## src/regex_star_dot_matcher_core_macros.svh

```systemverilog
// Assertion macros for the matcher core RTL.
`ifndef REGEX_STAR_DOT_MATCHER_CORE_MACROS_SVH
`define REGEX_STAR_DOT_MATCHER_CORE_MACROS_SVH

// Same-cycle implication, checked outside reset.
`define RSDM_ASSERT_NOW(lbl, clk, rst, ante, cons, msg) \
   lbl: assert property (@(posedge clk) disable iff (rst) (ante) |-> (cons)) else $error(msg);

// Next-cycle implication, checked outside reset.
`define RSDM_ASSERT_NEXT(lbl, clk, rst, ante, cons, msg) \
   lbl: assert property (@(posedge clk) disable iff (rst) (ante) |=> (cons)) else $error(msg);

`endif

```

## src/rsdm_pkg.sv

```systemverilog
// Types, codes and helpers for the star/dot pattern matcher.
package rsdm_pkg;

   typedef enum logic [1:0] {
      FUNC_LOAD    = 2'd0,
      FUNC_TEXT    = 2'd1,
      FUNC_RESTART = 2'd2
   } func_type;

   localparam logic [7:0] CH_STAR = 8'h2A;
   localparam logic [7:0] CH_ANY  = 8'h2E;

   function automatic logic elem_hits(input logic [7:0] pc, input logic [7:0] c);
      return (pc == CH_ANY) || (pc == c);
   endfunction

endpackage

```

## src/rsdm_row_step.sv

```systemverilog
// Next match row: empty-text row of a pattern, or the row advanced by one text byte.
module rsdm_row_step
   import rsdm_pkg::*;
#(
   parameter int MAX_PATTERN = 32,
   parameter int LEN_W       = $clog2(MAX_PATTERN + 1)
) (
   input  logic [MAX_PATTERN-1:0][7:0] pat,
   input  logic [LEN_W-1:0]            len,
   input  logic [MAX_PATTERN:0]        row,
   input  logic [7:0]                  ch,
   input  logic                        text_mode,
   output logic [MAX_PATTERN:0]        row_out
);

   always_comb begin
      logic [MAX_PATTERN:0] nxt;
      logic                 more;
      nxt  = '0;
      more = 1'b0;
      nxt[0] = ~text_mode;
      // first element: a leading star never matches
      if ((len != '0) && (pat[0] != CH_STAR)) begin
         nxt[1] = text_mode & elem_hits(pat[0], ch) & row[0];
      end
      // star groups ripple from two positions back
      for (int j = 1; j < MAX_PATTERN; j++) begin
         if (LEN_W'(j) < len) begin
            if (pat[j] == CH_STAR) begin
               more       = text_mode & elem_hits(pat[j-1], ch) & row[j+1];
               nxt[j+1]   = nxt[j-1] | more;
            end else begin
               nxt[j+1]   = text_mode & elem_hits(pat[j], ch) & row[j];
            end
         end
      end
      row_out = nxt;
   end

endmodule

```

## src/regex_star_dot_matcher_core.sv

```systemverilog
// Top level of the streaming star/dot pattern matcher.
//
// req_ channel carries one beat per command: req_func selects pattern load,
// text byte or restart; req_char_in is the byte; req_pattern_end marks the
// last pattern byte. A beat is taken when req_valid is high and req_stall low.
// rsp_ channel returns exactly one beat per request, in order: rsp_matched
// says the text since the last restart matches the whole stored pattern,
// rsp_pattern_overflow says pattern bytes beyond MAX_PATTERN were dropped.
// A request beat passes through the input register, then one pass of row logic
// into the response register, which drives the response beat. Throughput is one
// beat per cycle while no pending response is held by rsp_stall; the row update
// is a single pass over all pattern positions with an OR ripple along star groups.
// When rsp_stall is high with a response pending, the held request stays in
// the input register and req_stall rises; nothing is lost or repeated.
// Synchronous reset clears both registers' valid flags, the pattern length,
// the complete and overflow flags, and sets the match row to bit zero only.
// The pattern bytes themselves are not reset.
module regex_star_dot_matcher_core
   import rsdm_pkg::*;
#(
   parameter int MAX_PATTERN = 32
) (
   input  logic       clock,
   input  logic       reset,
   input  logic       req_valid,
   output logic       req_stall,
   input  logic [1:0] req_func,
   input  logic [7:0] req_char_in,
   input  logic       req_pattern_end,
   output logic       rsp_valid,
   input  logic       rsp_stall,
   output logic       rsp_matched,
   output logic       rsp_pattern_overflow
);

`include "regex_star_dot_matcher_core_macros.svh"

   localparam int LEN_W  = $clog2(MAX_PATTERN + 1);
   localparam int ADDR_W = (MAX_PATTERN > 1) ? $clog2(MAX_PATTERN) : 1;

   // input register
   logic       in_valid_ff;
   logic [1:0] func_ff;
   logic [7:0] char_ff;
   logic       end_ff;

   // matcher state
   logic [MAX_PATTERN-1:0][7:0] store_ff, store_in;
   logic [LEN_W-1:0]            len_ff, len_in;
   logic                        complete_ff, complete_in;
   logic                        ovf_ff, ovf_in;
   logic [MAX_PATTERN:0]        row_ff, row_in;

   // response register
   logic rsp_valid_ff;
   logic matched_ff, matched_in;
   logic rsp_ovf_ff;

   logic                 advance;
   logic                 text_mode;
   logic                 row_load;
   logic [MAX_PATTERN:0] row_calc;
   logic [LEN_W-1:0]     base_len;

   assign advance   = in_valid_ff & (~rsp_valid_ff | ~rsp_stall);
   assign req_stall = in_valid_ff & ~advance;

   always_ff @(posedge clock) begin
      if (reset) begin
         in_valid_ff <= 1'b0;
      end else if (req_valid && !req_stall) begin
         in_valid_ff <= 1'b1;
      end else if (advance) begin
         in_valid_ff <= 1'b0;
      end
   end

   always_ff @(posedge clock) begin
      if (req_valid && !req_stall) begin
         func_ff <= req_func;
         char_ff <= req_char_in;
         end_ff  <= req_pattern_end;
      end
   end

   always_comb begin
      store_in    = store_ff;
      len_in      = len_ff;
      complete_in = complete_ff;
      ovf_in      = ovf_ff;
      text_mode   = 1'b0;
      row_load    = 1'b0;
      base_len    = complete_ff ? '0 : len_ff;
      case (func_type'(func_ff))
         FUNC_LOAD: begin
            if (complete_ff) begin
               complete_in = 1'b0;
               ovf_in      = 1'b0;
            end
            len_in = base_len;
            if (base_len < LEN_W'(MAX_PATTERN)) begin
               store_in[base_len[ADDR_W-1:0]] = char_ff;
               len_in = base_len + LEN_W'(1);
            end else begin
               ovf_in = 1'b1;
            end
            if (end_ff) begin
               complete_in = 1'b1;
               row_load    = 1'b1;
            end
         end
         FUNC_TEXT: begin
            if (complete_ff) begin
               text_mode = 1'b1;
               row_load  = 1'b1;
            end
         end
         FUNC_RESTART: begin
            row_load = 1'b1;
         end
         default: begin
         end
      endcase
      row_in     = row_load ? row_calc : row_ff;
      matched_in = complete_in & row_in[len_in];
   end

   rsdm_row_step #(
      .MAX_PATTERN (MAX_PATTERN),
      .LEN_W       (LEN_W)
   ) u_row_step (
      .pat       (store_in),
      .len       (len_in),
      .row       (row_ff),
      .ch        (char_ff),
      .text_mode (text_mode),
      .row_out   (row_calc)
   );

   always_ff @(posedge clock) begin
      if (advance) begin
         store_ff <= store_in;
      end
   end

   always_ff @(posedge clock) begin
      if (reset) begin
         len_ff      <= '0;
         complete_ff <= 1'b0;
         ovf_ff      <= 1'b0;
         row_ff      <= {{MAX_PATTERN{1'b0}}, 1'b1};
      end else if (advance) begin
         len_ff      <= len_in;
         complete_ff <= complete_in;
         ovf_ff      <= ovf_in;
         row_ff      <= row_in;
      end
   end

   always_ff @(posedge clock) begin
      if (reset) begin
         rsp_valid_ff <= 1'b0;
      end else if (advance) begin
         rsp_valid_ff <= 1'b1;
      end else if (!rsp_stall) begin
         rsp_valid_ff <= 1'b0;
      end
   end

   always_ff @(posedge clock) begin
      if (advance) begin
         matched_ff <= matched_in;
         rsp_ovf_ff <= ovf_in;
      end
   end

   assign rsp_valid            = rsp_valid_ff;
   assign rsp_matched          = matched_ff;
   assign rsp_pattern_overflow = rsp_ovf_ff;

   `RSDM_ASSERT_NOW(a_match_from_state, clock, reset, rsp_valid_ff && matched_ff, complete_ff && row_ff[len_ff], "pending match beat disagrees with match state")
   `RSDM_ASSERT_NOW(a_len_bound, clock, reset, 1'b1, len_ff <= LEN_W'(MAX_PATTERN), "pattern length beyond capacity")
   `RSDM_ASSERT_NOW(a_ovf_full, clock, reset, ovf_ff, len_ff == LEN_W'(MAX_PATTERN), "overflow flagged with room left")
   `RSDM_ASSERT_NEXT(a_ovf_beat, clock, reset, advance, rsp_valid_ff && (rsp_ovf_ff == ovf_ff), "overflow beat differs from state")

endmodule

```

## config.mk

```make
export PLATFORM = sky130hd
export DESIGN_NAME = regex_star_dot_matcher_core
export DESIGN_NICKNAME = d
export VERILOG_FILES = /design/src/rsdm_pkg.sv /design/src/rsdm_row_step.sv /design/src/regex_star_dot_matcher_core.sv
export VERILOG_INCLUDE_DIRS = /design/src /design/src/src
export SDC_FILE = /design/constraint.sdc
export NUM_CORES = 1
export LEC_CHECK = 0
export ABC_AREA = 1
export BUFFER_PORTS_ARGS = -buffer_cell sky130_fd_sc_hd__buf_4
export CAP_MARGIN = 20
export CORE_AREA = 2 2 204 206
export CTS_BUF_LIST = sky130_fd_sc_hd__clkbuf_16
export CTS_CLUSTER_DIAMETER = 150
export DETAILED_ROUTE_END_ITERATION = 6
export DIE_AREA = 0 0 206 208
export PLACE_DENSITY = 0.77
export SETUP_SLACK_MARGIN = 0.3
export SLEW_MARGIN = 20
export SYNTH_ARGS = -nofsm -noshare
export SYNTH_HDL_FRONTEND = slang
export SYNTH_HIERARCHICAL = 1
export SYNTH_SLANG_ARGS = --single-unit
```

## constraint.sdc

```tcl
create_clock -name clock -period 12.8 [get_ports clock]
set_input_delay 3.2 -clock clock [delete_from_list [all_inputs] [get_ports clock]]
set_output_delay 3.2 -clock clock [all_outputs]
set_load 0.01 [all_outputs]
```

# After elaboration in Yosys (flattened, before gate mapping)
# Cells that the tools add are included.
# Widths: inputs -> output; s select.
[totals]
input_bits = 15
word_cells = 437
reg_bits = 312
[classes]
n_eq_ne = 99
n_reduce_logical = 39
mux = 86
addsub = 1
magnitude_cmp = 35
bitwise = 134
[op_table]
columns = ["operator", "count"]
rows = [
  ["$mux 256", 2],
  ["$eq 8x6->1 const B", 63],
  ["$bwmux 256", 1],
  ["$eq 8x8->1", 32],
  ["$and 1x1->1", 98],
  ["$lt 5x6->1 const A", 16],
  ["$mux 1", 75],
  ["$lt 4x6->1 const A", 8],
  ["$demux 8 s5", 1],
  ["$mux 33", 1],
  ["$logic_or 1x1->1", 32],
  ["$or 1x1->1", 32],
  ["$lt 3x6->1 const A", 4],
  ["$mux 6", 3],
  ["$lt 2x6->1 const A", 2],
  ["$mux 8", 1],
  ["$ne 8x6->1 const B", 1],
  ["$lt 6x7->1 const B", 1],
  ["$add 6x1->6 const B", 1],
  ["$bmux 1 s6", 1],
  ["$lt 1x6->1 const A", 1],
  ["$lt 5x6->1 const B", 1],
  ["$lt 6x6->1 const B", 1],
  ["$reduce_bool 6->1", 1],
  ["10 further kinds", 15],
]

# Longest topological paths before layout
# Gate-level depths: netlist of run 1.
[logic_depth]
depth_word = 64
mapped_depth = 58

# By module
# Netlist of run 1, hierarchy kept.
[modules_own_cells]
columns = ["mod", "cells_per_inst", "instances", "area_per_inst_um2"]
rows = [
  ["regex_star_dot_matcher_core", 1346, 1, 13884.6],
  ["rsdm_row_step", 1163, 1, 6125.9],
]

# Least setup slack after synthesis of run 1
# No wires, ideal clock.
[synth_path]
path_kind = "input to register"
startpoint = "input rsp_stall"
endpoint = "register len_ff[2]"
t_arrival_ns = 11.186
setup_time_ns = 0.440
path_buffers = 2
path_slack_ns = 1.175
required_time_ns = 12.360
stages = 6
cell_sequence = "nand2_1 -> inv_1 -> nor2_1 -> clkbuf_1 -> buf_1 -> a21oi_1"
[synth_via]
elab_chain_cells = 3
[synth_rtl]
columns = ["item", "line_no", "rtl"]
rows = [
  ["start: declaration", "regex_star_dot_matcher_core.sv:31", "input logic rsp_stall,"],
  ["$not 1->1", "regex_star_dot_matcher_core.sv:65", "assign advance = in_valid_ff & (~rsp_valid_ff | ~rsp_stall);"],
  ["$or 1x1->1", "regex_star_dot_matcher_core.sv:65", ""],
  ["$and 1x1->1", "regex_star_dot_matcher_core.sv:65", ""],
  ["named net advance", "regex_star_dot_matcher_core.sv:59", "logic advance;"],
  ["end signal: assignment", "regex_star_dot_matcher_core.sv:153", "len_ff <= len_in;"],
  ["end: declaration", "regex_star_dot_matcher_core.sv:49", "logic [LEN_W-1:0] len_ff, len_in;"],
]
# The timed path passes the listed nets, and every way through them passes these cells.
# A chain may end at the register's enable or synchronous reset.

# Final worst setup path of run 1
[layout_path]
startpoint = "input rsp_stall"
endpoint = "output req_stall"
[layout_via]
elab_chain_cells = 5
[layout_rtl]
columns = ["item", "line_no", "rtl"]
rows = [
  ["$not 1->1", "regex_star_dot_matcher_core.sv:65", ""],
  ["$or 1x1->1", "regex_star_dot_matcher_core.sv:65", ""],
  ["$and 1x1->1", "regex_star_dot_matcher_core.sv:65", ""],
  ["$not 1->1", "regex_star_dot_matcher_core.sv:66", "assign req_stall = in_valid_ff & ~advance;"],
  ["$and 1x1->1", "regex_star_dot_matcher_core.sv:66", ""],
  ["end: declaration", "regex_star_dot_matcher_core.sv:26", "output logic req_stall,"],
]
# Every way passes these cells.

==> results of run 1 <==
[final cells by class]
type / count / area share, %
multi-input combinational: 1746 / 42.4
clock buffer: 37 / 4.30
antenna: 1 / 0.0116
clock inverter: 29 / 0.941
timing repair buffer: 48 / 1.73
tap: 532 / 3.09
sequential: 312 / 41.5
inverter: 344 / 6.02
[registers in the layout (all words and copies together), names as in the netlist]
| register | count |
|---|---|
| ovf_ff | 1 |
| func_ff | 2 |
| rsp_matched | 1 |
| row_ff | 33 |
| char_ff | 8 |
| complete_ff | 1 |
| rsp_pattern_overflow | 1 |
| in_valid_ff | 1 |
| len_ff | 6 |
| store_ff | 256 |
| end_ff | 1 |
| rsp_valid | 1 |
[power breakdown]
part / internal, mW / total, mW / switching [mW]
Combinational: 0.103 / 0.363 / 0.260
Sequential: 1.16 / 1.19 / 0.0223
Clock: 0.583 / 1.01 / 0.422
Total: 1.85 / 2.55 / 0.704
[layer usage]
metal,vias up,GRT usage [%]
met2,984,41.6
met3,182,4.03
met1,8258,37.9
li1,8276,-
met5,-,0
met4,0,14.1
[cells in the final DEF, fill, tap and decap left out, types with 3 or more instances in the layout]
master | synthesis | layout
nand2_1 | 686 | 686
inv_1 | 328 | 338
edfxtp_1 | 269 | 269
o21ai_0 | 248 | 248
nor2_1 | 137 | 135
nand3_1 | 124 | 124
xnor2_1 | 123 | 123
nand4_1 | 69 | 69
a21oi_1 | 61 | 61
xor2_1 | 54 | 54
mux2i_1 | 48 | 48
buf_4 | 11 | 47
dfxtp_1 | 43 | 43
clkbuf_16 | 0 | 37
nor4_1 | 30 | 30
nor3_1 | 22 | 22
nand2_2 | 15 | 15
or2_2 | 14 | 14
clkinv_1 | 3 | 13
o21ai_1 | 12 | 12
nand3b_1 | 12 | 12
o211ai_1 | 12 | 12
inv_2 | 11 | 11
nor4b_1 | 9 | 9
o2111ai_1 | 6 | 6
nor2_4 | 4 | 5
nand2_4 | 4 | 4
a21oi_2 | 4 | 4
clkinv_2 | 0 | 4
a31oi_1 | 4 | 4
a31o_2 | 4 | 4
nor3_2 | 3 | 3
a22oi_1 | 3 | 3
o21ai_2 | 3 | 3
nor2_2 | 2 | 3
bufinv_16 | 0 | 3
or4_1 | 3 | 3
o32ai_1 | 3 | 3
and3_1 | 3 | 3
[per-stage QoR]
| stage | instances | instance area (sq um) | total power, mW | hold slack (ns) | utilization (%) |
|---|---|---|---|---|---|
| 3_3_place_gp | 2982 | 20400 | 1.54 | 0.514 | 50.3 |
| 2_1_floorplan | 2509 | 20000 | 1.47 | 0.457 | - |
| 5_1_grt | 3048 | 21500 | 2.64 | 0.563 | 53.1 |
| 6_report | 3049 | 21500 | 2.55 | 0.518 | 53.1 |
| 4_1_cts | 3048 | 21500 | 2.55 | 0.521 | 53.1 |
| 3_5_place_dp | 2982 | 20400 | 1.56 | 0.509 | 50.3 |
[Yosys cell counts, drive strengths merged]
master | instances | area (sq um)
nand2 | 705 | 2710
inv | 341 | 1280
edfxtp | 269 | 8080
o21ai | 263 | 1330
nor2 | 143 | 572
nand3 | 125 | 631
xnor2 | 123 | 1080
buf | 70 | 502
nand4 | 69 | 432
a21oi | 65 | 340
xor2 | 55 | 489
mux2i | 48 | 480
dfxtp | 43 | 861
clkbuf | 37 | 139
nor4 | 30 | 188
nor3 | 25 | 140
or2 | 15 | 93.8
nand3b | 12 | 90.1
o211ai | 12 | 90.1
nor4b | 9 | 78.8
o2111ai | 6 | 52.6
a22oi | 4 | 35.0
a31o | 4 | 35.0
a31oi | 4 | 25.0
a211oi | 3 | 32.5
and3 | 3 | 18.8
clkinv | 3 | 11.3
nor3b | 3 | 27.5
o32ai | 3 | 26.3
or4 | 3 | 22.5
a2111o | 2 | 22.5
and3b | 2 | 17.5
o21a | 2 | 15.0
a2111oi | 1 | 8.76
a211o | 1 | 8.76
a21boi | 1 | 7.51
a21o | 1 | 7.51
and2 | 1 | 6.26
o22ai | 1 | 6.26
o31ai | 1 | 7.51
o41ai | 1 | 8.76
[how the worst min path moves through the flow]
| stage | from | end | cells past startpoint |
|---|---|---|---|
| floorplan | in_valid_ff | rsp_valid | 2 |
| global placement | row_ff[0] | row_ff[0] | 2 |
| detailed placement | rsp_valid | rsp_valid | 2 |
| CTS | rsp_valid | rsp_valid | 2 |
| global route | rsp_valid | rsp_valid | 2 |
| finish | rsp_valid | rsp_valid | 2 |
[cell families after synthesis]
group / share of synthesized area [%]
AO/OA/AOI/OAI: 10.3
multiplexers: 2.40
AND/OR/NAND/NOR: 25.1
buffers and inverters: 9.68
XOR/XNOR: 7.83
flip-flops: 44.7
[worst register-to-register path, delay by kind of cell (launching register included)]
family          cells  cell delay (ns)
buf+inv             5             0.62
simple gates       39             4.41
compound gates      3             0.81
flops               1             0.61
==> reports/results.tsv, run 1 <==
stage	metric	value	unit
outcome	status	finished, violations left	
outcome	violations	DRC	
global_route	antenna_found_initial	1	
setup_path	cp.arrival	3.65	ns
setup_path	cp_cell_sequence	buf_4, nand2_1, nor2_1, buf_4	
yosys	ys_ff_latch	312	
route	drc	1	
yosys	synth_fp_nets	2524	
clock_network	cts_setup_buffers	0	
timing	post-route-period-util	53.5	%
yosys	yosysUniqueCellTypes	60	
die	start_util	49.3	%
yosys	yosysWarnings	6	
setup_path	reg2reg_to	rsp_matched	
power_and_ir_drop	power_density	118	nW/um^2
die	io_pins	19	
timing	clock_skew	0.0158	ns
clock_network	cts_hold_buf	0	
route	vias_per_cell	5.81	
yosys	synth_sequential_area_ratio	44.7	%
clock_network	clkTransAtPathRegs	0.05	ns
setup_path	cp-endpoint	req_stall	
die	core_area	40600	sq um
route	wl_met1	24600	um
route	dr_wl_met3	5740	um
layout	areaGrowthSynthToFinish	7.69	%
global_route	grt_pass1_wl	91700	um
timing	slew_violations	0	
power_and_ir_drop	p_leak	9.51	nW
setup_path	path_depth	4	
setup_path	critPathBufInv	2	
yosys	netlist_instances	2509	
timing	relSlewSlack	19.4	%
layout	multi_input_area	9150	sq um
clock_network	clock_sinks	312	
layout	fill_cells	3659	
setup_path	cpMostUsedCell	buf_4	
clock_network	clockRootBuffer	clkbuf_16	
route	firstDrtPassIters	7	
clock_network	clk_latency	0.54	ns
route	top_layer_used	met4	
clock_network	cts.repair.resized	0	
setup_path	required	9.60	ns
die	rows	74	
die	die_height	208	um
clock_network	clk_path_buf_depth	3	
setup_path	critPathLaunchType	input port	
min_path	hold_class	reg2reg	
timing	hold_viol	0	
setup_path	r2r-start	complete_ff	
global_route	grt_max_degree	193	
route	dr_wl_met2	26200	um
route	routed_wl	59600	um
placement	gp_congestion	1.01	
power_and_ir_drop	vdd_ir_drop_max	0.113	mV
placement	place_ws	5.94	ns
die	die_area	42800	sq um
setup_path	crit_family	buffers and inverters	
route	ant_nets	0	
setup_path	crit_start	rsp_stall	
layout	regArea	8940	sq um
timing	worstMarginPinSlew	1.21	ns
route	drtIter0Drc	2108	
global_route	grt_overflow	0	
setup_path	cp_max_fo	3	
timing	setup_tns	0	ns
route	via_count	17700	
layout	layout-drive-gt1-share	6.68	%
setup_path	reg2regPathDepth	47	
setup_path	worstSetupEndpointType	primary output	
yosys	synth_area	20000	sq um
timing	max_freq	0.146	GHz
flow_run	drv_cap	0	
layout	nets	2503	
die	die_w	206	um
clock_network	cts_buffers	36	
setup_path	cp_slowest_cell	nor2_1	
timing	worst_slack	5.95	ns
setup_path	crit_type	in2out	
placement	dp_hpwl	38300	um
setup_path	max_stage_delay	0.15	ns
placement	portBuffers	18	
timing	finalCriticalPeriod	6.85	ns
clock_network	cts-htree-levels	2	
timing	rsz0062_at_grt	false	
setup_path	r2r_slack	6.13	ns
route	wire_per_inst	19.5	um
yosys	avgSynthCellArea	7.98	sq um
timing	finalSetupViolCount	0	
global_route	grt_use_total	27.4	%
global_route	grt_pass1_vias	16600	
clock_network	cts_tree	yes	
Note: power is estimated with default switching activity, not from simulation.
==> run 2: changes to the inputs <==
ABC_AREA = 0   (was 1)
PLACE_DENSITY = 0.79   (was 0.77)
clock period = 6 ns   (was 12.8 ns; I/O delays follow)
==> run 2 against run 1 <==
Against the previous run: the flow now finishes without violations; first-iteration DRC count down 4.8%; global-route usage is 3.7 points lower; worst setup slack worse by 5.7 ns; cell area rose by 5.9%; register-to-register slack got worse by 5.9 ns; routed wire length shrank 11%; clock power is 110% higher; synthesized area is essentially flat; critical endpoint is now rsp_matched; largest cell class unchanged.
==> reports/results.tsv, run 2 <==
stage	metric	value	unit	change
clock_network	clockRootBuffer	clkbuf_16		
power_and_ir_drop	p_leak	7.93	nW	-17%
timing	rsz0062_at_grt	false		
yosys	yosysWarnings	6		unchanged
clock_network	clk_latency	0.53	ns	about the same
route	vias_per_cell	6.30		+8.5%
timing	worst_slack	0.253	ns	-5.70 ns
timing	post-route-period-util	95.8	%	
setup_path	cp.arrival	6.01	ns	+2.36 ns
power_and_ir_drop	combPwrFrac	13.5	%	-0.7 points
min_path	min_to	ovf_ff		
global_route	antenna_found_initial	2		+1
yosys	yosys-top-cells-area	edfxtp_1 (40%), mux2_2 (15%), xor2_1 (7.4%)		
yosys	yosysMostFrequentCell	edfxtp_1		
layout	fill_cells	3291		-10%
setup_path	worstSetupEndpointType	register		
clock_network	cts_tree	yes		
setup_path	reg2regPathDepth	26		-45%
yosys	yosysUniqueCellTypes	85		+42%
yosys	synthArstFlopShare	0	%	unchanged
clock_network	cts-htree-levels	2		unchanged
yosys	ys_ff_latch	312		unchanged
die	io_pins	19		unchanged
layout	reg_top3	store_ff x256, row_ff x33, char_ff x8		
route	routed_wl	52900	um	-11%
route	wire_per_inst	21.5	um	+9.8%
power_and_ir_drop	power	5.35	mW	+110%
placement	dp_hpwl	34200	um	-11%
layout	multi_input_area	10800	sq um	+18%
power_and_ir_drop	p_sw	1.35	mW	+91%
setup_path	max_stage_delay	0.52	ns	+0.37 ns
layout	nets	1924		-23%
outcome	status	finished, final reports clean		
yosys	synth.top_cell.area_share	40.4	%	about the same
power_and_ir_drop	vdd_ir_drop_max	0.240	mV	+110%
layout	final-instance-count-excl-fill	2464		-19%
global_route	grt_overflow	0		unchanged
global_route	grt_pass1_wl	80900	um	-12%
yosys	synth_sequential_area_ratio	44.7	%	about the same
timing	finalSetupViolCount	0		unchanged
setup_path	reg2reg_to	rsp_matched		
min_path	whs_path_depth	2		unchanged
layout	layout_commonest_cell	edfxtp_1		
timing	max_freq	0.174	GHz	
yosys	synthFlopType	edfxtp_1		
yosys	synth_area	20000	sq um	about the same
placement	place_ws	0.0330	ns	-5.91 ns
clock_network	clkTransAtPathRegs	0.06	ns	about the same
setup_path	critPathLaunchType	register		
setup_path	cp_max_fo	12		+9
global_route	grt_max_degree	139		-28%
global_route	grt_use_total	23.6	%	-3.7 points
power_and_ir_drop	power_density	234	nW/um^2	+98%
setup_path	crit_type	reg2reg		
clock_network	cts_buffers	35		-2.8%
setup_path	critPathBufInv	3		+1
route	via_count	15500		-12%
timing	hold_viol	0		unchanged
layout	layout-drive-gt1-share	28.9	%	+22 points
layout	final_cell_mix	edfxtp_1 (269), mux2_2 (253), xor2_1 (168)		
yosys	synth-edff-count	269		unchanged
power_and_ir_drop	internal_power	4.01	mW	+120%
timing	finalCriticalPeriod	5.75	ns	
yosys	netlist_instances	1848		-26%
die	die_height	208	um	unchanged
yosys	avgSynthCellArea	10.8	sq um	+36%
layout	regMostFlops	store_ff		
die	rows	74		unchanged
min_path	min_from	ovf_ff		
timing	relSlewSlack	32.3	%	+13 points
power_and_ir_drop	sw_frac_of_total	25.2	%	-2.4 points
timing	setup_tns	0	ns	unchanged
yosys	synth_fp_nets	1863		-26%
power_and_ir_drop	p_seq_share	46.7	%	+0.3 points
timing	clock_skew	0.0177	ns	+0.00195 ns
power_and_ir_drop	p_clk_share	39.8	%	+0.4 points
placement	gp_congestion	0.958		-5.2%
timing	slew_violations	0		unchanged
die	die_w	206	um	unchanged
yosys	synth_top_area_cell	edfxtp_1		
route	ant_nets	0		unchanged
placement	dpl.cell_count	2367		-21%
clock_network	clk_path_buf_depth	3		unchanged
setup_path	required	6.26	ns	-3.34 ns
die	core_area	40600	sq um	unchanged
die	die_area	42800	sq um	unchanged
layout	regArea	8940	sq um	about the same
timing	worstMarginPinSlew	1.01	ns	-0.196 ns
setup_path	cp_slowest_cell	or4b_4		
global_route	grt_pass1_vias	14700		-11%
placement	portBuffers	18		unchanged
layout	areaGrowthSynthToFinish	14.1	%	
setup_path	cpMostUsedCell	o211ai_1		
setup_path	crit_family	compound AO/OA/AOI/OAI gates		
layout	largest_reg_flops	256		unchanged
setup_path	r2r_slack	0.25	ns	-5.88 ns
route	firstDrtPassIters	7		unchanged
flow_run	drv_cap	0		unchanged
setup_path	r2r-start	func_ff[0]		
setup_path	crit_start	func_ff[0]		
layout	fin_util	56.3	%	+3.2 points
route	drc	0		-1
clock_network	clock_sinks	312		unchanged
yosys	synth_top_cells_by_count	edfxtp_1 (269), mux2_2 (260), nand2_1 (175)		
die	start_util	49.3	%	about the same
route	drtIter0Drc	2007		-4.8%
min_path	hold_class	reg2reg		
[run 2: layer usage]
layer	track usage [%]	wire, um	vias to the layer above
met4	8.50	1960	0
met3	3.59	4450	165
met1	32.7	21800	7629
met2	37.6	24700	759
li1	-	-	6969
met5	0	0	-
[run 2: worst min-delay path: stages (launching register included)]
cell and delay [ns]:
dfxtp_1 0.31, nand2_1 0.05, a21oi_1 0.06
[run 2: logic make-up (layout without fill, tap and decap cells)]
logic type	Yosys count	in the layout	synth area share, %
AND/OR/NAND/NOR	534	534	13.6
multiplexers	295	295	16.4
other	0	1	0
XOR/XNOR	256	256	11.2
flip-flops	312	312	44.7
AO/OA/AOI/OAI	294	294	10.1
buffers and inverters	157	240	4.03
[run 2: how the worst max path moves through the flow]
stage                       end  depth (start not counted)
floorplan           rsp_matched                         27
global placement    rsp_matched                         27
detailed placement  rsp_matched                         24
CTS                 rsp_matched                         24
global route        rsp_matched                         26
finish              rsp_matched                         26
[run 2: repair_timing]
| action | CTS | global route |
|---|---|---|
| buffers inserted | 9 | 28 |
| pin swaps | 14 | 46 |
| resized for setup | 31 | 88 |
| endpoints found under the setup margin | 1 | 2 |
| hold buffers | 0 | 0 |
[run 2: layout make-up]
cell class | instances | share of cell area (%)
Clock buffer | 37 | 4.06
Antenna cell | 1 | 0.0110
Multi-Input combinational cell | 1379 | 47.2
Sequential cell | 312 | 39.2
Timing Repair Buffer | 138 | 5.04
Clock inverter | 22 | 0.844
Inverter | 43 | 0.740
Tap cell | 532 | 2.92
[run 2: power by group through the flow]
stage	clock network [mW]	logic [mW]	registers [mW]
detailed placement	0	0.669	2.54
finish	2.13	0.724	2.50
floorplan	0	0.498	2.53
CTS	2.17	0.680	2.50
global route	2.25	0.772	2.50
global placement	0	0.650	2.54
[run 2: stage by stage]
stage	hold WS (ns)	instance area, sq um
5_1_grt	0.506	22800
2_1_floorplan	0.436	20000
3_5_place_dp	0.455	20900
3_3_place_gp	0.446	20900
6_report	0.465	22800
4_1_cts	0.463	22200
